==> src/rtl/qte_pkg.sv <==
// ----------------------------------------------------------------------------
// qte_pkg
// Shared constants, types and helper functions of the quaternion to Euler block.
// ----------------------------------------------------------------------------
package qte_pkg;

	localparam int QW             = 16;   // quaternion component width
	localparam int OW             = 16;   // angle output width
	localparam int TW             = 16;   // pole threshold width
	localparam int VW             = 36;   // width of a vector entering normalization
	localparam int AW             = 36;   // angle accumulator width, Q2.30 plus headroom
	localparam int KW             = 6;    // shift amount width
	localparam int ROOT_W         = 64;   // square root datapath width
	localparam int SQRT_STAGES    = 32;
	localparam int TAB_LEN        = 24;
	localparam int CORDIC_STEPS_DEF = 16;
	localparam int DATA_WIDTH_DEF   = 16;

	localparam logic [TW-1:0]        THRESH_RST  = 16'd32702;
	localparam logic signed [AW-1:0] ANG_PI      = 36'sd3373259426;
	localparam logic signed [OW-1:0] HALF_PI_Q12 = 16'sd6434;

	typedef logic [1:0] status_t;
	localparam status_t ST_NORMAL = 2'd0;
	localparam status_t ST_NORTH  = 2'd1;
	localparam status_t ST_SOUTH  = 2'd2;
	localparam status_t ST_ZERO   = 2'd3;

	// Data that rides alongside the square root chain.
	typedef struct packed {
		status_t               status;
		logic signed [VW-1:0]  hd_y;
		logic signed [VW-1:0]  hd_x;
		logic signed [VW-1:0]  at_y;
		logic signed [VW-1:0]  bk_y;
		logic signed [VW-1:0]  bk_x;
	} side_t;

	// atan(2^-i) in Q2.30, truncated.
	function automatic logic [31:0] atan_q30(input int unsigned i);
		logic [31:0] r;
		unique case (i)
			0:  r = 32'h3243F6A8;
			1:  r = 32'h1DAC6705;
			2:  r = 32'h0FADBAFC;
			3:  r = 32'h07F56EA6;
			4:  r = 32'h03FEAB76;
			5:  r = 32'h01FFD55B;
			6:  r = 32'h00FFFAAA;
			7:  r = 32'h007FFF55;
			8:  r = 32'h003FFFEA;
			9:  r = 32'h001FFFFD;
			10: r = 32'h000FFFFF;
			11: r = 32'h0007FFFF;
			12: r = 32'h0003FFFF;
			13: r = 32'h0001FFFF;
			14: r = 32'h0000FFFF;
			15: r = 32'h00007FFF;
			16: r = 32'h00003FFF;
			17: r = 32'h00001FFF;
			18: r = 32'h00000FFF;
			19: r = 32'h000007FF;
			20: r = 32'h000003FF;
			21: r = 32'h000001FF;
			22: r = 32'h000000FF;
			23: r = 32'h0000007F;
			default: r = 32'h0;
		endcase
		return r;
	endfunction

	// Position of the highest set bit plus one; zero for zero.
	function automatic logic [KW-1:0] bit_len(input logic [VW-1:0] v);
		logic [KW-1:0] r;
		r = '0;
		for (int k = 0; k < VW; k++) begin
			if (v[k]) r = KW'(k + 1);
		end
		return r;
	endfunction

	// Q2.30 angle to Q4.12: round half up, saturate.
	function automatic logic signed [OW-1:0] to_q12(input logic signed [AW:0] a);
		logic signed [AW+1:0] s;
		logic signed [AW+1:0] r;
		logic signed [OW-1:0] o;
		s = (AW+2)'(a) + (AW+2)'(131072);
		r = s >>> 18;
		if (r > (AW+2)'(32767))       o = 16'sh7FFF;
		else if (r < -(AW+2)'(32768)) o = 16'sh8000;
		else                          o = r[OW-1:0];
		return o;
	endfunction

endpackage

==> src/rtl/qte_cordic_cell.sv <==
// ----------------------------------------------------------------------------
// qte_cordic_cell
// One vectoring micro-rotation; cells chain into the CORDIC pipeline.
// ----------------------------------------------------------------------------
module qte_cordic_cell import qte_pkg::*; #(
	parameter int DATA_WIDTH = DATA_WIDTH_DEF,
	parameter int STEP       = 0
) (
	input  logic                       clk,
	input  logic                       en,
	input  logic signed [DATA_WIDTH:0] x_in,
	input  logic signed [DATA_WIDTH:0] y_in,
	input  logic signed [AW-1:0]       z_in,
	input  logic                       zero_in,
	output logic signed [DATA_WIDTH:0] x_q,
	output logic signed [DATA_WIDTH:0] y_q,
	output logic signed [AW-1:0]       z_q,
	output logic                       zero_q
);

	localparam logic signed [AW-1:0] ATAN = AW'(atan_q30(STEP));

	logic signed [DATA_WIDTH:0] dx, dy;
	assign dx = y_in >>> STEP;
	assign dy = x_in >>> STEP;

	always_ff @(posedge clk) begin
		if (en) begin
			zero_q <= zero_in;
			if (!y_in[DATA_WIDTH]) begin
				x_q <= x_in + dx;
				y_q <= y_in - dy;
				z_q <= z_in + ATAN;
			end else begin
				x_q <= x_in - dx;
				y_q <= y_in + dy;
				z_q <= z_in - ATAN;
			end
		end
	end

endmodule

==> config.mk <==
export PLATFORM = sky130hd
export DESIGN_NAME = qte_cordic_cell
export DESIGN_NICKNAME = d
export VERILOG_FILES = /design/src/rtl/qte_pkg.sv /design/src/rtl/qte_cordic_cell.sv
export SDC_FILE = /design/constraint.sdc
export NUM_CORES = 1
export LEC_CHECK = 0
export BUFFER_PORTS_ARGS = -buffer_cell sky130_fd_sc_hd__buf_4
export CELL_PAD_IN_SITES_DETAIL_PLACEMENT = 0
export CELL_PAD_IN_SITES_GLOBAL_PLACEMENT = 1
export CORE_MARGIN = 3
export CORE_UTILIZATION = 46
export CTS_BUF_LIST = sky130_fd_sc_hd__clkbuf_2
export DETAILED_ROUTE_END_ITERATION = 12
export GPL_TIMING_DRIVEN = 1
export PLACE_DENSITY = 0.87
export SYNTH_ARGS = -nofsm -noshare
export SYNTH_HDL_FRONTEND = slang
export SYNTH_SLANG_ARGS = --single-unit
export TNS_END_PERCENT = 100
==> constraint.sdc <==
create_clock -name clk -period 4.75 [get_ports clk]
set_input_delay 0.2375 -clock clk [delete_from_list [all_inputs] [get_ports clk]]
set_output_delay 0.2375 -clock clk [all_outputs]
set_load 0.01 [all_outputs]
==> key figures <==
Run status
  – Status: complete, no violations

Critical path
  – CP Class: in2reg
  – Critical Path Source Type: input pin
  – Crit path max fanout: 19
  – WP data required: about 5.1 ns
  – CP Depth: 10
  – Most frequent CP cell: a21oi_1
  – CP startpoint: y_in[16]
  – Slowest stage delay, CP: around 0.64 ns
  – Worst path cell trace: buf_4 > clkinv_1 > ha_1 > a21oi_1 > o21ai_0 > and3_1 > o41ai_2 > a21oi_1 > mux2i_1 > a221o_1
  – Critical path arrival: 3.15 ns
  – Critical Path Slowest Stage Cell: ha_1
  – CP bufs+invs: 2
  – Critical Path Sink Type: flip-flop
  – CP delay by family, top: compound AO/OA/AOI/OAI gates

Drt
  – Vias: 5760
  – WL/cell: 17.1 um
  – Drt drc: 0
  – Vias/cell: approximately 5.7
  – Post-DRT Antenna Nets: 0
  – Drt first pass iters: 5
  – Routed WL: 17.2 mm
  – Detailed Route Iter0 Violations: 574

Pwr
  – P per Cell Area: 273 nW/um^2
  – Max VDD drop: 0.0991 mV
  – Lkg Pwr: ~0.0034 uW

Synth
  – Count of different cell masters after synthesis: 72
  – Post-Syn Nets: 844
  – Yosys warning total: 0
  – Synth top area share: 0.329
  – Synthesized cell area: 6390 um^2
  – Most common library cells after synthesis: ha_1 (80), a21oi_1 (76), edfxtp_1 (70)
  – Asr flop ratio synth: 0
  – Main synth FF type: edfxtp_1
  – #FFs+latches synth: 70
  – Area leader, netlist: edfxtp_1
  – Seq/Total Area, Yosys: 0.329
  – EDFF count, synth: 70
  – Post-Synthesis Cells: 687
  – Mean post-synth cell area: 9.30 um^2
  – Synth area leaders: edfxtp_1 (33%), ha_1 (16%), a21oi_1 (6.0%)
  – Most common cell in the netlist: ha_1

Timing
  – Crit path time final: 2.83 ns
  – Slew HR: 0.413
  – Worst Tran Pin Value: just under 0.9 ns
  – Max Fclk: around 350 MHz
  – Setup TNS: 0 ns
  – Final setup vio count: 0
  – Final period util: 0.595
  – Setup ws final: 1.92 ns
  – Final hold vios: 0
  – RSZ-0062 raised after global routing: no
  – Pins Over Slew Limit: 0

Clock network
  – TritonCTS buffer count: 9
  – CTS tree: done
  – Maximum root-to-sink buffer count: 2
  – CTS H-tree depth: 3
  – Clock Root Buffer: clkbuf_2
  – Clk sink count: 70
  – CTS clk-pin slew, worst paths: 0.22 ns

Layout
  – Utilization after layout: 0.582
  – Area delta synth->final: 21.9%
  – Final instance area: 7790 um^2
  – Final nets: 980
  – Layout cells sized above 1: 0.221

Placement
  – I/O Buffers: 143
  – HPWL after DPL: 13.5 mm
  – Placer Congestion: 0.895
  – Post-DP Area: 7580 um^2
  – Worst slack, placed: 1.41 ns

Die
  – DIE HEIGHT: between 100 and 150 um
  – Die W: 124 um
  – Starting density of the core: 0.477
  – Die area: 15300 um^2
  – I/O Pins: 144
  – Core area: ~13000 um^2
  – Rows: 42

GRT
  – Initial antenna violation count: 1
  – Global-route wire length before repair: 27.5 mm
  – Total GRT Usage: 0.225
  – Grt ovf: 0
  – Largest net degree at the start of global routing: 71
  – Number of global-route vias before repair: 5587

Worst hold path
  – Worst min-delay path endpoint: x_q[0]
  – Min-Delay Path Class: in2reg
  – Hold Crit Depth: 3
  – Worst Hold Launch: y_in[0]

Job
  – # Max-Cap Violations: 0
-- layout by cell type (no fill, tap or decap), types with 6 or more instances in the layout --
cell type and instances:
a211oi_1 6, a21o_1 16, a21oi_1 76, a31oi_1 8, buf_4 145, clkbuf_2 9
dlygate4sd3_1 7, edfxtp_1 70, ha_1 80, inv_1 53, mux2i_1 7, nand2_1 30
nand2b_1 10, nand3_1 9, nand4_1 8, nor2_1 44, nor2b_1 10, nor3_1 22
o211ai_1 9, o21a_1 14, o21ai_0 42, o21bai_1 7, o31ai_1 8, xnor2_1 40
xor2_1 18
-- stage by stage --
step / total power [uW] / hold WS (ns) / cells
global route: 2250 / 0.0577 / 1005
finish: 2120 / 0.0876 / 1005
detailed placement: 1710 / 0.417 / 981
floorplan: 1370 / 0.336 / 687
global placement: 1700 / 0.416 / 981
CTS: 2130 / 0.00570 / 1003
-- layer usage --
| layer | global-route usage | routed length (um) | share of wire | vias to the layer above |
|---|---|---|---|---|
| li1 | - | - | - | 2795 |
| met1 | 0.302 | 7590 | 0.44 | 2760 |
| met2 | 0.387 | 8480 | 0.49 | 187 |
| met3 | 0.0204 | 878 | 0.051 | 18 |
| met4 | 0.0637 | 229 | 0.013 | 0 |
| met5 | 0 | 0 | 0 | - |
-- worst min-delay path, cell delays in order --
cell	delay, ns
buf_4	0.09
ha_1	0.12
inv_1	0.04
-- power breakdown --
group          switching (uW)  internal, uW  total [uW]
Combinational             470           391         861
Sequential               29.4           812         841
Clock                     245           176         421
Total                     745          1380        2120
-- layout make-up --
class	count	area [um^2]
Clock inverter	7	97.6
Timing Repair Buffer	152	1160
Antenna cell	1	2.50
Fill cell	1233	5610
Multi-Input combinational cell	536	3960
Sequential cell	70	2100
Clock buffer	9	45.0
Inverter	54	203
Tap cell	176	220
-- cell families after synthesis --
kind of cell             share of synthesized area
AO/OA/AOI/OAI                                0.238
XOR/XNOR                                    0.0795
adder cells (fa/ha/maj)                      0.169
buffers and inverters                       0.0511
flip-flops                                   0.329
multiplexers                                0.0110
AND/OR/NAND/NOR                              0.123
-- flip-flops by register name, summed over array words and instances (netlist names) --
signal  cells
x_q        17
y_q        16
z_q        36
zero_q      1
-- what timing repair did --
action	4_1_cts	5_1_grt
setup buffers	0	0
hold buffers	6	1
endpoints found under the hold margin	7	1
resized for setup	0	0
-- worst max-delay path by stage --
stage	end	slack, ns
after floorplan	z_q[35]	1.81
after global placement	z_q[35]	1.43
after detailed placement	z_q[35]	1.41
after CTS	z_q[35]	1.99
after global routing	z_q[35]	1.82
final	z_q[35]	1.92
(Power assumes the default switching activity.)
