$ cat config.mk
export PLATFORM = sky130hd
export DESIGN_NAME = qte_norm
export DESIGN_NICKNAME = d
export VERILOG_FILES = /design/src/rtl/qte_pkg.sv /design/src/rtl/qte_norm.sv
export SDC_FILE = /design/constraint.sdc
export NUM_CORES = 1
export LEC_CHECK = 0
export ABC_AREA = 0
export BUFFER_PORTS_ARGS = -buffer_cell sky130_fd_sc_hd__buf_2
export CELL_PAD_IN_SITES_DETAIL_PLACEMENT = 2
export CELL_PAD_IN_SITES_GLOBAL_PLACEMENT = 2
export CORE_AREA = 3 3 159 277
export DETAILED_ROUTE_END_ITERATION = 8
export DIE_AREA = 0 0 162 280
export GPL_ROUTABILITY_DRIVEN = 0
export MAX_ROUTING_LAYER = met4
export PLACE_DENSITY = 0.91
export SYNTH_ARGS = -nofsm -noshare
export SYNTH_HDL_FRONTEND = slang
export SYNTH_SLANG_ARGS = --single-unit
$ cat constraint.sdc
create_clock -name clk -period 15.6 [get_ports clk]
set_input_delay 2.34 -clock clk [delete_from_list [all_inputs] [get_ports clk]]
set_output_delay 2.34 -clock clk [all_outputs]
set_load 0.05 [all_outputs]
$ cat src/rtl/qte_pkg.sv
// ----------------------------------------------------------------------------
// qte_pkg
// Shared constants, types and helper functions of the quaternion to Euler block.
// ----------------------------------------------------------------------------
package qte_pkg;

	localparam int QW             = 16;   // quaternion component width
	localparam int OW             = 16;   // angle output width
	localparam int TW             = 16;   // pole threshold width
	localparam int VW             = 36;   // width of a vector entering normalization
	localparam int AW             = 36;   // angle accumulator width, Q2.30 plus headroom
	localparam int KW             = 6;    // shift amount width
	localparam int ROOT_W         = 64;   // square root datapath width
	localparam int SQRT_STAGES    = 32;
	localparam int TAB_LEN        = 24;
	localparam int CORDIC_STEPS_DEF = 16;
	localparam int DATA_WIDTH_DEF   = 16;

	localparam logic [TW-1:0]        THRESH_RST  = 16'd32702;
	localparam logic signed [AW-1:0] ANG_PI      = 36'sd3373259426;
	localparam logic signed [OW-1:0] HALF_PI_Q12 = 16'sd6434;

	typedef logic [1:0] status_t;
	localparam status_t ST_NORMAL = 2'd0;
	localparam status_t ST_NORTH  = 2'd1;
	localparam status_t ST_SOUTH  = 2'd2;
	localparam status_t ST_ZERO   = 2'd3;

	// Data that rides alongside the square root chain.
	typedef struct packed {
		status_t               status;
		logic signed [VW-1:0]  hd_y;
		logic signed [VW-1:0]  hd_x;
		logic signed [VW-1:0]  at_y;
		logic signed [VW-1:0]  bk_y;
		logic signed [VW-1:0]  bk_x;
	} side_t;

	// atan(2^-i) in Q2.30, truncated.
	function automatic logic [31:0] atan_q30(input int unsigned i);
		logic [31:0] r;
		unique case (i)
			0:  r = 32'h3243F6A8;
			1:  r = 32'h1DAC6705;
			2:  r = 32'h0FADBAFC;
			3:  r = 32'h07F56EA6;
			4:  r = 32'h03FEAB76;
			5:  r = 32'h01FFD55B;
			6:  r = 32'h00FFFAAA;
			7:  r = 32'h007FFF55;
			8:  r = 32'h003FFFEA;
			9:  r = 32'h001FFFFD;
			10: r = 32'h000FFFFF;
			11: r = 32'h0007FFFF;
			12: r = 32'h0003FFFF;
			13: r = 32'h0001FFFF;
			14: r = 32'h0000FFFF;
			15: r = 32'h00007FFF;
			16: r = 32'h00003FFF;
			17: r = 32'h00001FFF;
			18: r = 32'h00000FFF;
			19: r = 32'h000007FF;
			20: r = 32'h000003FF;
			21: r = 32'h000001FF;
			22: r = 32'h000000FF;
			23: r = 32'h0000007F;
			default: r = 32'h0;
		endcase
		return r;
	endfunction

	// Position of the highest set bit plus one; zero for zero.
	function automatic logic [KW-1:0] bit_len(input logic [VW-1:0] v);
		logic [KW-1:0] r;
		r = '0;
		for (int k = 0; k < VW; k++) begin
			if (v[k]) r = KW'(k + 1);
		end
		return r;
	endfunction

	// Q2.30 angle to Q4.12: round half up, saturate.
	function automatic logic signed [OW-1:0] to_q12(input logic signed [AW:0] a);
		logic signed [AW+1:0] s;
		logic signed [AW+1:0] r;
		logic signed [OW-1:0] o;
		s = (AW+2)'(a) + (AW+2)'(131072);
		r = s >>> 18;
		if (r > (AW+2)'(32767))       o = 16'sh7FFF;
		else if (r < -(AW+2)'(32768)) o = 16'sh8000;
		else                          o = r[OW-1:0];
		return o;
	endfunction

endpackage

$ cat src/rtl/qte_norm.sv
// ----------------------------------------------------------------------------
// qte_norm
// Fold a vector into the right half plane and scale it by powers of two
// so its largest component sits just below the CORDIC range limit.
// ----------------------------------------------------------------------------
module qte_norm import qte_pkg::*; #(
	parameter int DATA_WIDTH = DATA_WIDTH_DEF
) (
	input  logic                    clk,
	input  logic                    en,
	input  logic signed [VW-1:0]    vx,
	input  logic signed [VW-1:0]    vy,
	output logic signed [DATA_WIDTH:0] ox,
	output logic signed [DATA_WIDTH:0] oy,
	output logic signed [AW-1:0]    oz,
	output logic                    ozero
);

	localparam int            CW = DATA_WIDTH + 1;
	localparam logic [KW-1:0] HB = KW'(DATA_WIDTH - 2);

	logic signed [VW-1:0] x_s1, y_s1, x_s2, y_s2;
	logic signed [AW-1:0] z_s1, z_s2;
	logic                 zero_s1, zero_s2;
	logic [KW-1:0]        kr_s2, kl_s2;

	// fold
	always_ff @(posedge clk) begin
		if (en) begin
			zero_s1 <= (vx == '0) && (vy == '0);
			if (vx[VW-1]) begin
				x_s1 <= -vx;
				y_s1 <= -vy;
				z_s1 <= vy[VW-1] ? -ANG_PI : ANG_PI;
			end else begin
				x_s1 <= vx;
				y_s1 <= vy;
				z_s1 <= '0;
			end
		end
	end

	// shift amounts; a negative y loses magnitude more slowly under floor shifts
	logic [VW-1:0] u, my, m, ush;
	logic [KW-1:0] lx, lu, lm, kx, ky0, ky, kr, kl;

	always_comb begin
		lx  = bit_len(x_s1);
		kx  = (lx > HB) ? lx - HB : '0;
		u   = y_s1[VW-1] ? ~y_s1 : y_s1;
		lu  = bit_len(u);
		ky0 = (lu > HB) ? lu - HB : '0;
		ush = u >> ky0;
		ky  = (y_s1[VW-1] && (&ush[DATA_WIDTH-3:0])) ? ky0 + KW'(1) : ky0;
		kr  = (kx > ky) ? kx : ky;
		my  = y_s1[VW-1] ? -y_s1 : y_s1;
		m   = (x_s1 > $signed(my)) ? x_s1 : my;
		lm  = bit_len(m);
		kl  = (lm < HB) ? HB - lm : '0;
	end

	always_ff @(posedge clk) begin
		if (en) begin
			x_s2    <= x_s1;
			y_s2    <= y_s1;
			z_s2    <= z_s1;
			zero_s2 <= zero_s1;
			kr_s2   <= kr;
			kl_s2   <= kl;
		end
	end

	// apply the shift
	logic signed [VW-1:0] xs, ys;
	assign xs = (x_s2 >>> kr_s2) <<< kl_s2;
	assign ys = (y_s2 >>> kr_s2) <<< kl_s2;

	always_ff @(posedge clk) begin
		if (en) begin
			ox    <= xs[CW-1:0];
			oy    <= ys[CW-1:0];
			oz    <= z_s2;
			ozero <= zero_s2;
		end
	end

endmodule

==> flow_metrics.env <==
export IMPL_outcome="complete, no violations"
export IMPL_cp_slowest_cell="o311ai_0"
export IMPL_dieArea_mm2=0.0454
export IMPL_hpwlAfterDp_um=56500
export IMPL_cts_made_buffers=22
export IMPL_hold_violations=0
export IMPL_root_buffer="clkbuf_16"
export IMPL_power_leakage_nw=7.09
export IMPL_yosysUniqueCellTypes=91
export IMPL_cp_startpoint="y_s1[35]"
export IMPL_synth_top_area_cell="edfxtp_1"
export IMPL_hold_path_class="flop to flop"
export IMPL_ant_nets=0
export IMPL_synth_area_leaders="edfxtp_1 35%, mux2i_1 5.3%, nand2_1 4.5%"
export IMPL_drcViolationCount=0
export IMPL_crit_path_end_kind="flop"
export IMPL_crit_top_cell="o21ai_0"
export IMPL_fin_util_pct=45.2
export IMPL_regToRegEndpoint="kr_s2[4]"
export IMPL_crit_fanout=69
export IMPL_reg2reg_slack_ps=6830
export IMPL_drv_slew=0
export IMPL_finalNetCount=2087
export IMPL_synth_seq_cells=202
export IMPL_cts_max_level=1
export IMPL_rr_worst_depth=24
export IMPL_fmax_mhz=114
export IMPL_rsz0062_at_grt="no"
export IMPL_fin_setup_tns_ps=0
export IMPL_critPathKind="flop to flop"
export IMPL_drt_initial_drc_count=1199
export IMPL_die_h_um=280
export IMPL_finalPower_mw=2.35
export IMPL_cp_start_kind="flop"
export IMPL_ys_flop_type="edfxtp_1"
export IMPL_synth_warnings=0
export IMPL_post_cts_resized=0
export IMPL_ys_async_sr_fraction_pct=0
export IMPL_grt_overflow_total=0
export IMPL_endpoint="kr_s2[4]"
export IMPL_cts_hold_buf=0
export IMPL_ys_seq_area_share_pct=34.6
export IMPL_cpLargestDelayFamily="compound AO/OA/AOI/OAI gates"
export IMPL_grt_pass1_wl_um=119000
export IMPL_syn_inst=1954
export IMPL_worstPathArrival_ps=9070
export IMPL_period_needed_ps=8770
export IMPL_synth_top_area_share_pct=34.6
export IMPL_slowest_delay_ps=1060
export IMPL_rows=99
export IMPL_worstPathRequired_ps=15900
export IMPL_fin_worst_skew_ps=24.6
export IMPL_clk_pin_slew_ps=60
export IMPL_avgRoutedWirePerCell_um=30.9
export IMPL_area_growth_pct=7.83
export IMPL_grt_pass1_vias=19225
export IMPL_path_cells="buf_4 > inv_1 > a311oi_1 > o311ai_0 > a21oi_1 > or4_1 > a21oi_4 > mux2i_1 > mux2i_2 > o2111ai_1 > a211oi_2 > a21oi_2 > nor3_2 > mux2i_1 > ha_1 > nor2b_1 > o21ai_0 > nand2b_1 > a21oi_1 > nor2b_1 > o21ai_0 > a32oi_1 > o21ai_0 > a21o_1"
export IMPL_core_mm2=0.0419
export IMPL_cp_depth=24
export IMPL_clock_latency_ps=560
export IMPL_io_buffers=143
export IMPL_antenna_found_initial=1
export IMPL_rr_startpoint="y_s1[35]"
export IMPL_tightest_slew_ps=1200
export IMPL_die_x_um=162
export IMPL_ir_drop_mv=0.0963
export IMPL_layout_drive_gt1_share_pct=14.9
export IMPL_cts_sinks=202
export IMPL_first_pass_iters=7
export IMPL_synth_area_mm2=0.0176
export IMPL_cts_buffer_depth=3
export IMPL_viasPerCell=6.76
export IMPL_grt_util_all_layers_pct=35.1
export IMPL_setup_violations=0
export IMPL_initial_core_util_pct=41.9
export IMPL_cts_setup_buffers=0
export IMPL_avgSynthCellArea_um2=8.98
export IMPL_cts_tree="yes"
export IMPL_vias=17136
export IMPL_max_cap_violations=0
export IMPL_ios=145
export IMPL_cp_buffers_inverters=2
export IMPL_powerDensity_mw_per_mm2=124
export IMPL_synth_edf_count=202
export IMPL_grt_max_degree=117
export IMPL_fin_crit_sh_pct=56.2
export IMPL_relSlewSlack_pct=19.2
export IMPL_wl_um=78400
cells in the mapped netlist, types with 6 or more instances:
library cell / count
nand2_1: 211
edfxtp_1: 202
o21ai_0: 148
nor2_1: 140
a21oi_1: 104
clkbuf_1: 99
mux2i_1: 93
xnor2_1: 82
inv_1: 54
ha_1: 50
nand3_1: 41
o31ai_1: 40
nor3_1: 37
mux2_2: 35
buf_4: 33
mux4_2: 33
a211oi_1: 32
o211ai_1: 32
and2_1: 30
or3_1: 29
nand4_1: 28
a21o_1: 27
buf_1: 26
xor2_1: 25
nor2b_1: 24
nand2b_1: 23
o22ai_1: 20
or4_1: 19
a31oi_1: 16
nor4_1: 15
o41ai_1: 14
buf_2: 13
and3_1: 12
o21ai_1: 12
or2_2: 12
o21a_1: 10
a21boi_0: 8
o2111ai_1: 6
o21bai_1: 6
o22a_1: 6
cell usage in the layout (no fill, tap or decap), types with 16 or more instances in the layout:
cell,netlist,routed
buf_2,13,142
and2_1,30,30
mux4_2,33,33
o31ai_1,40,40
a21oi_1,104,104
or3_1,29,29
o21ai_0,148,148
mux2_2,35,35
edfxtp_1,202,202
clkbuf_16,0,22
mux2i_1,93,93
a21o_1,27,27
xnor2_1,82,82
a211oi_1,32,32
nand2b_1,23,23
nand3_1,41,41
nor2_1,140,140
nand4_1,28,28
nor2b_1,24,24
o22ai_1,20,20
nor3_1,37,37
a31oi_1,16,16
buf_4,33,16
nand2_1,211,211
or4_1,19,19
ha_1,50,50
o211ai_1,32,32
xor2_1,25,25
inv_1,54,54
logic make-up after synthesis:
family / after synthesis / share of synthesized area [%]
multiplexers: 163 / 11.9
adder cells (fa/ha/maj): 50 / 3.56
AO/OA/AOI/OAI: 550 / 20.5
flip-flops: 202 / 34.6
AND/OR/NAND/NOR: 649 / 18.2
buffers and inverters: 232 / 5.93
other: 1 / 0.0214
XOR/XNOR: 107 / 5.34
worst min-delay path by stage:
stage             start      end  slack, ps  cells after the start
5_1_grt         z_s1[1]  z_s2[1]        440                      0
4_1_cts         z_s1[1]  z_s2[1]        420                      0
3_3_place_gp   z_s2[31]   oz[31]        400                      0
3_5_place_dp    z_s1[1]  z_s2[1]        410                      0
6_report        z_s1[1]  z_s2[1]        420                      0
2_1_floorplan   z_s2[1]    oz[1]        400                      0
power by group:
group	switching, mW	total [mW]	internal, mW
sequential	0.105	0.771	0.667
clock	0.252	0.513	0.261
combinational	0.697	1.06	0.365
total	1.05	2.35	1.29
final cells by class:
type,count,area (um^2)
diodes,1,2.50
clock inverters,16,98.8
clock buffers,24,558
inverters,57,214
well taps,555,694
fillers,4534,22900
flip-flops and latches,202,6070
multi-input cells,1521,10500
repair buffers,159,845
sequential cells by signal, summed over array words and instances, names as in the netlist:
name     cells
oy          17
oz           3
z_s1         3
x_s2        36
zero_s2      1
kr_s2        6
ox          17
zero_s1      1
z_s2         3
x_s1        36
y_s2        36
ozero        1
kl_s2        6
y_s1        36
routing by layer:
layer | vias to the layer above | global-route usage, % | routed length [um] | part of all wire (%)
li1 | 7320 | - | - | -
met4 | 0 | 28.7 | 8180 | 10
met3 | 460 | 5.70 | 4160 | 5.3
met5 | - | - | 0 | 0
met1 | 8503 | 31.8 | 24800 | 32
met2 | 853 | 63.5 | 41300 | 53
per-stage QoR:
stage	hold WS, ps	setup slack [ps]	instances	area, um^2
global route	435	6400	2535	18900
detailed placement	408	7800	2494	18300
global placement	400	8360	2494	18300
CTS	423	7290	2534	18900
floorplan	400	9550	1955	17600
finish	424	6830	2535	18900
No activity file was read; power rests on OpenSTA's default activity.
