`config.mk`:
```
export PLATFORM = sky130hd
export DESIGN_NAME = qte_sqrt_cell
export DESIGN_NICKNAME = d
export VERILOG_FILES = /design/src/rtl/qte_pkg.sv /design/src/rtl/qte_sqrt_cell.sv
export SDC_FILE = /design/constraint.sdc
export NUM_CORES = 1
export LEC_CHECK = 0
export ABC_AREA = 1
export BUFFER_PORTS_ARGS = -buffer_cell sky130_fd_sc_hd__buf_2
export CAP_MARGIN = 20
export CORE_MARGIN = 10
export CORE_UTILIZATION = 45
export CTS_BUF_LIST = sky130_fd_sc_hd__clkbuf_16
export DETAILED_ROUTE_END_ITERATION = 12
export GPL_TIMING_DRIVEN = 0
export MAX_ROUTING_LAYER = met4
export PLACE_DENSITY_LB_ADDON = 0.25
export SLEW_MARGIN = 20
export SYNTH_ARGS = -nofsm -noshare
export SYNTH_HDL_FRONTEND = slang
export SYNTH_SLANG_ARGS = --single-unit
```
`constraint.sdc`:
```
create_clock -name clk -period 2.7 [get_ports clk]
set_input_delay 0.405 -clock clk [delete_from_list [all_inputs] [get_ports clk]]
set_output_delay 0.405 -clock clk [all_outputs]
set_load 0.01 [all_outputs]
```
`src/rtl/qte_pkg.sv`:
```
// ----------------------------------------------------------------------------
// qte_pkg
// Shared constants, types and helper functions of the quaternion to Euler block.
// ----------------------------------------------------------------------------
package qte_pkg;

	localparam int QW             = 16;   // quaternion component width
	localparam int OW             = 16;   // angle output width
	localparam int TW             = 16;   // pole threshold width
	localparam int VW             = 36;   // width of a vector entering normalization
	localparam int AW             = 36;   // angle accumulator width, Q2.30 plus headroom
	localparam int KW             = 6;    // shift amount width
	localparam int ROOT_W         = 64;   // square root datapath width
	localparam int SQRT_STAGES    = 32;
	localparam int TAB_LEN        = 24;
	localparam int CORDIC_STEPS_DEF = 16;
	localparam int DATA_WIDTH_DEF   = 16;

	localparam logic [TW-1:0]        THRESH_RST  = 16'd32702;
	localparam logic signed [AW-1:0] ANG_PI      = 36'sd3373259426;
	localparam logic signed [OW-1:0] HALF_PI_Q12 = 16'sd6434;

	typedef logic [1:0] status_t;
	localparam status_t ST_NORMAL = 2'd0;
	localparam status_t ST_NORTH  = 2'd1;
	localparam status_t ST_SOUTH  = 2'd2;
	localparam status_t ST_ZERO   = 2'd3;

	// Data that rides alongside the square root chain.
	typedef struct packed {
		status_t               status;
		logic signed [VW-1:0]  hd_y;
		logic signed [VW-1:0]  hd_x;
		logic signed [VW-1:0]  at_y;
		logic signed [VW-1:0]  bk_y;
		logic signed [VW-1:0]  bk_x;
	} side_t;

	// atan(2^-i) in Q2.30, truncated.
	function automatic logic [31:0] atan_q30(input int unsigned i);
		logic [31:0] r;
		unique case (i)
			0:  r = 32'h3243F6A8;
			1:  r = 32'h1DAC6705;
			2:  r = 32'h0FADBAFC;
			3:  r = 32'h07F56EA6;
			4:  r = 32'h03FEAB76;
			5:  r = 32'h01FFD55B;
			6:  r = 32'h00FFFAAA;
			7:  r = 32'h007FFF55;
			8:  r = 32'h003FFFEA;
			9:  r = 32'h001FFFFD;
			10: r = 32'h000FFFFF;
			11: r = 32'h0007FFFF;
			12: r = 32'h0003FFFF;
			13: r = 32'h0001FFFF;
			14: r = 32'h0000FFFF;
			15: r = 32'h00007FFF;
			16: r = 32'h00003FFF;
			17: r = 32'h00001FFF;
			18: r = 32'h00000FFF;
			19: r = 32'h000007FF;
			20: r = 32'h000003FF;
			21: r = 32'h000001FF;
			22: r = 32'h000000FF;
			23: r = 32'h0000007F;
			default: r = 32'h0;
		endcase
		return r;
	endfunction

	// Position of the highest set bit plus one; zero for zero.
	function automatic logic [KW-1:0] bit_len(input logic [VW-1:0] v);
		logic [KW-1:0] r;
		r = '0;
		for (int k = 0; k < VW; k++) begin
			if (v[k]) r = KW'(k + 1);
		end
		return r;
	endfunction

	// Q2.30 angle to Q4.12: round half up, saturate.
	function automatic logic signed [OW-1:0] to_q12(input logic signed [AW:0] a);
		logic signed [AW+1:0] s;
		logic signed [AW+1:0] r;
		logic signed [OW-1:0] o;
		s = (AW+2)'(a) + (AW+2)'(131072);
		r = s >>> 18;
		if (r > (AW+2)'(32767))       o = 16'sh7FFF;
		else if (r < -(AW+2)'(32768)) o = 16'sh8000;
		else                          o = r[OW-1:0];
		return o;
	endfunction

endpackage

```
`src/rtl/qte_sqrt_cell.sv`:
```
// ----------------------------------------------------------------------------
// qte_sqrt_cell
// One digit of a restoring integer square root; cells chain into a pipeline.
// ----------------------------------------------------------------------------
module qte_sqrt_cell import qte_pkg::*; #(
	parameter int STEP = 0
) (
	input  logic              clk,
	input  logic              en,
	input  logic [ROOT_W-1:0] rem_in,
	input  logic [ROOT_W-1:0] root_in,
	output logic [ROOT_W-1:0] rem_q,
	output logic [ROOT_W-1:0] root_q
);

	localparam logic [ROOT_W-1:0] BIT = ROOT_W'(1) << (ROOT_W - 2 - 2 * STEP);

	logic [ROOT_W-1:0] trial;
	assign trial = root_in + BIT;

	always_ff @(posedge clk) begin
		if (en) begin
			if (rem_in >= trial) begin
				rem_q  <= rem_in - trial;
				root_q <= (root_in >> 1) + BIT;
			end else begin
				rem_q  <= rem_in;
				root_q <= root_in >> 1;
			end
		end
	end

endmodule

```
==> qor.yml, run 1 <==
place_inst: 2294
maxCapViolCount: 0
stdcell_count: 2327
worstPathRequired_ns: 2.88
p_per_area_nw_per_um2: 548
clk_pin_slew_ns: 0.07
synth-seq-cells: 128
critPathMaxStageDelay_ns: 0.42
netlist_instances: 1712
start_kind: "input pin"
synth_cell_types: 29
cts_root_buf: "clkbuf_16"
setup_viol: 0
vias_per_cell: 4.78
syn_nets: 1907
async_flop_share_pct: 0
place_hpwl_um: 34600
place_area_um2: 12700
layout-drive-gt1-share_pct: 17.0
drt-initial-drc-count: 819
first_pass_iters: 6
antenna_found_initial: 1
design_area_um2: 13300
fin_crit_sh_pct: 95.0
grt_max_degree: 69
slowest_stage: "fa_1"
cp-startpoint: "rem_in[0]"
path_class: "input pin to register"
crit_top_cell: "nand2_2"
die_w_um: 176
ir_drop_mv: 0.323
core-area_um2: 24100
status: "complete, no violations"
tightest_slew_ns: 0.611
fin_setup_tns_ns: 0
rows: 57
total_leakage_power_nw: 7.84
synth-edff-count: 128
period_needed_ns: 2.56
worstHoldPathType: "input pin to register"
clock_path_buffers: 2
die_y_um: 176
maxSlewViolCount: 0
rsz0062_at_grt: "yes"
grt_pass1_wl_um: 61900
fin_util_pct: 55.1
wirelength_um: 40400
finalNetCount: 2184
min-delay-start: "root_in[59]"
htreeDepth: 4
critPathBufInv: 5
io_buffers: 257
syn_avg_cell_area_um2: 6.40
syn_area_um2: 11000
cts_buffers: 17
start_util_pct: 45.5
post-cts-setup-buffers: 0
grtUsageTotal_pct: 26.7
num_io_pins: 258
grt-ovfl-total: 0
grt_pass1_vias: 11000
critPathMaxFanout: 10
hold_viol: 0
crit_arrival_ns: 2.74
drcViolationCount: 0
wl_per_cell_um: 17.4
max_freq_mhz: 390
yosys_most_used_dff: "edfxtp_1"
worstSetupEndpointType: "register"
postRouteAntennaNets: 0
place_congestion: 0.966
dieArea_um2: 31000
crit_chain: "buf_2 > inv_1 > ha_1 > fa_1 > inv_1 > nand3_1 > nand2_4 > nand2_2 > nand2_2 > nand2_1 > nand2_4 > nand2_2 > nand3_2 > nand2_2 > nand2_4 > inv_4 > buf_4 > nand2_1 > nand2_1"
clkSinkCount: 128
cts_tree: "yes"
critical_path.top_delay_family: "simple AND/OR/NAND/NOR gates"
yosys_warnings: 0
fillers: 2516
via_count: 11100
yosysSeqAreaShare_pct: 35.1
slew-limit-headroom_pct: 59.0
ctsHoldBuffers: 0
area_growth_syn_to_layout_pct: 21.3
## worst paths after layout
| check | to | slack, ns | cells after the start |
|---|---|---|---|
| setup / recovery | rem_q[44]$_DFFE_PP_ | 0.14 | 19 |
| hold / removal | root_q[58]$_DFFE_PP_ | 0.16 | 1 |
## report_power, final
group	total (mW)	internal (mW)	switching [mW]
logic	2.35	0.773	1.58
registers	2.54	2.49	0.0513
clock network	2.39	1.37	1.02
## per-stage QoR
step                      power, mW  hold WS, ns  setup slack, ns
after floorplan                3.98        0.504            0.311
after global placement         4.88        0.597           -0.327
after detailed placement       4.91        0.597           -0.369
after CTS                      7.30        0.143           0.0734
after global routing           7.67        0.143          -0.0128
final                          7.28        0.160            0.135
## cells in the final DEF (no fill, tap or decap), drive strengths merged, types with 2 or more instances in the layout
master,count
nor2,119
nand4,20
edfxtp,128
nand2,770
nand3,90
xor2,30
clkinv,5
xnor2,2
ha,64
nor4,3
o21ai,8
clkinvlp,3
and2,2
buf,270
a21oi,44
inv,412
nor3,10
clkbuf,18
bufinv,2
## synth_stat cells, types with 8 or more instances
master	count	area [um^2]
ha_1	64	801
inv_1	401	1510
nor2_1	112	420
buf_2	8	40.0
xor2_1	30	263
nand3_2	11	110
nand3_1	79	395
nand2_1	762	2860
nand4_1	20	125
edfxtp_1	128	3840
a21oi_1	43	215
## flip-flops by register name (all words and copies together) (netlist names)
name	cells
root_q	64
rem_q	64
## kinds of logic (layout without fill, tap and decap cells)
group	after synthesis	in the layout	synth area share, %
adders and majority gates	65	65	7.49
buffers and inverters	420	710	14.9
and+or+nand+nor	1015	1015	37.6
other	0	1	0
xor gates and xnor gates	32	32	2.56
AOI/OAI and AO/OA	52	52	2.41
DFF	128	128	35.1
## final cells by class
type                       count  area (um^2)  share of cell area, %
timing repair buffer         258         1320                   9.93
clock buffer                  17          425                   3.20
sequential                   128         3840                   28.9
antenna                        1         2.50                 0.0188
multi-input combinational   1164         5500                   41.3
tap                          324          405                   3.05
inverter                     407         1530                   11.5
buffer                        13          110                  0.828
clock inverter                15          161                   1.21
## routing by layer
| metal | GRT usage [%] | share of wire (%) | vias to the layer above |
|---|---|---|---|
| li1 | - | - | 5712 |
| met2 | 41.5 | 45 | 421 |
| met3 | 4.93 | 8.3 | 32 |
| met5 | - | 0 | - |
| met4 | 6.61 | 1.6 | 0 |
| met1 | 35.3 | 45 | 4954 |
## what timing repair did
item                                    4_1_cts  5_1_grt
endpoints found under the hold margin         0        0
endpoints found under the setup margin        0       22
gates resized for setup                       0        7
Power figures use the tool's default switching activity.
==> inputs of run 2 (changes only) <==
--- a/config.mk
+++ b/config.mk
@@ -14,2 +14,3 @@
 export DETAILED_ROUTE_END_ITERATION = 12
+export GPL_ROUTABILITY_DRIVEN = 0
 export GPL_TIMING_DRIVEN = 0
--- a/constraint.sdc
+++ b/constraint.sdc
@@ -3,2 +3,2 @@
 set_output_delay 0.405 -clock clk [all_outputs]
-set_load 0.01 [all_outputs]
+set_load 0.1 [all_outputs]
==> run 2 against run 1 <==
  * Clock-buffer cell count did not move
  * Largest power group is now combinational cells
  * Non-clock buffer count unchanged
  * Critical path type unchanged
  * Global-route usage down 3.2 points
==> qor.yml, run 2 (synthesis gave the netlist of run 1 again) <==
stdcell_count: 2330  # was 2327
grt-ovfl-total: 0  # unchanged
place_inst: 2294  # unchanged
maxCapViolCount: 0  # unchanged
place_hpwl_um: 29800  # was 34600 um
combPwrFrac_pct: 43.8  # was 32.3%
clkSinkCount: 128  # unchanged
status: "complete, no violations"  # unchanged
clk_pin_slew_ns: 0.06  # was 0.07 ns
cts_tree: "yes"  # unchanged
via_count: 11300  # was 11100
crit_arrival_ns: 2.75  # was 2.74 ns
dieArea_um2: 31000  # unchanged
total_leakage_power_nw: 7.83  # was 7.84 nW
htreeDepth: 4  # unchanged
die_w_um: 176  # unchanged
area_growth_syn_to_layout_pct: 21.3  # about the same
worstPathRequired_ns: 2.87  # was 2.88 ns
ctsHoldBuffers: 0  # unchanged
fin_util_pct: 55.1  # about the same
hold_viol: 0  # unchanged
cts_root_buf: "clkbuf_16"  # unchanged
critPathMaxFanout: 10  # unchanged
grtUsageTotal_pct: 23.6  # was 26.7%
worstSetupEndpointType: "register"  # unchanged
layout_commonest_cell: "nand2_1"  # unchanged
post-cts-setup-buffers: 0  # unchanged
io_buffers: 257  # unchanged
internal_power_mw: 4.70  # was 4.63 mW
postRouteAntennaNets: 0  # unchanged
tightest_slew_ns: 0.586  # was 0.611 ns
finalHoldWorstSlack_ns: 0.157  # was 0.160 ns
clock_path_buffers: 2  # unchanged
maxSlewViolCount: 0  # unchanged
grt_pass1_wl_um: 56000  # was 61900 um
cts_buffers: 17  # unchanged
slew-limit-headroom_pct: 60.9  # was 59.0%
period_needed_ns: 2.58  # was 2.56 ns
wl_per_cell_um: 15.4  # was 17.4 um
rsz0062_at_grt: "no"  # was yes
start_kind: "input pin"  # unchanged
vias_per_cell: 4.86  # was 4.78
finalNetCount: 2184  # unchanged
die_y_um: 176  # unchanged
switchingPower_mw: 4.08  # was 2.65 mW
layout-drive-gt1-share_pct: 16.8  # was 17.0%
p_sw_share_pct: 46.5  # was 36.4%
max_freq_mhz: 388  # was 390 MHz
drt-initial-drc-count: 1194  # was 819
p_per_area_nw_per_um2: 661  # was 548 nW/um^2
wirelength_um: 35900  # was 40400 um
drcViolationCount: 0  # unchanged
first_pass_iters: 9  # was 6
setup_viol: 0  # unchanged
fin_setup_tns_ns: 0  # unchanged
reg_top3: "rem_q x64, root_q x64"  # unchanged
grt_pass1_vias: 10800  # was 11000
p_clk_share_pct: 27.3  # was 32.8%
min_path_cells: 1  # unchanged
layout.cells.most_common_list: "nand2_1, inv_1, buf_2"  # unchanged
fin_crit_sh_pct: 95.5  # was 95.0%
worstHoldPathType: "input pin to register"  # unchanged
antenna_found_initial: 4  # was 1
start_util_pct: 45.5  # unchanged
num_io_pins: 258  # unchanged
ir_drop_mv: 0.354  # was 0.323 mV
grt_max_degree: 70  # was 69
rows: 57  # unchanged
pwr-share-seq_pct: 28.9  # was 34.9%
cts_resized: 0  # unchanged
core-area_um2: 24100  # unchanged
path_class: "input pin to register"  # unchanged
-- run 2: cell type report --
| type | count | area (um^2) |
|---|---|---|
| Clock buffer | 17 | 425 |
| Antenna cell | 4 | 10.0 |
| Clock inverter | 15 | 169 |
| Tap cell | 324 | 405 |
| Inverter | 407 | 1530 |
| Fill cell | 2486 | 10800 |
| Timing Repair Buffer | 258 | 1320 |
| Sequential cell | 128 | 3840 |
| Buffer | 13 | 101 |
| Multi-Input combinational cell | 1164 | 5480 |
-- run 2: path summary, 6_finish.rpt --
kind | from | end | slack, ns
max | rem_in[0] | rem_q[42]$_DFFE_PP_ | 0.12
min | root_in[6] | root_q[5]$_DFFE_PP_ | 0.16
-- run 2: per-layer routing --
layer	routed length, um	global-route usage, %	vias to the layer above	share of wire (%)
met1	15700	30.6	4955	44
met4	1190	8.90	0	3.3
met2	15100	34.4	544	42
met5	0	-	-	0
li1	-	-	5732	-
met3	4000	6.39	82	11
-- run 2: worst max-delay path: stages --
cell	delay [ns]
buf_2	0.08
inv_1	0.04
ha_1	0.22
fa_1	0.42
inv_1	0.11
nand3_1	0.11
nand2_4	0.13
nand2_2	0.06
nand2_2	0.10
nand2_1	0.08
nand2_2	0.14
nand2_2	0.08
nand3_2	0.07
nand2_2	0.06
nand2_4	0.09
inv_4	0.11
buf_2	0.24
nand2_1	0.09
nand2_1	0.09
-- run 2: power groups by stage --
stage | clock network, mW | registers [mW] | logic (mW)
floorplan | 0 | 4.31 | 1.25
global placement | 0 | 2.58 | 3.79
detailed placement | 0 | 2.58 | 3.82
CTS | 2.43 | 2.54 | 3.83
global route | 2.51 | 2.56 | 4.12
finish | 2.40 | 2.54 | 3.85
-- run 2: through the flow --
step           power [mW]  instance area, um^2  setup WS (ns)
2_1_floorplan        5.56                11000          0.311
3_3_place_gp         6.37                12600         -0.232
3_5_place_dp         6.40                12700         -0.274
4_1_cts              8.80                13300          0.156
5_1_grt              9.19                13300       0.000912
6_report             8.78                13300          0.123
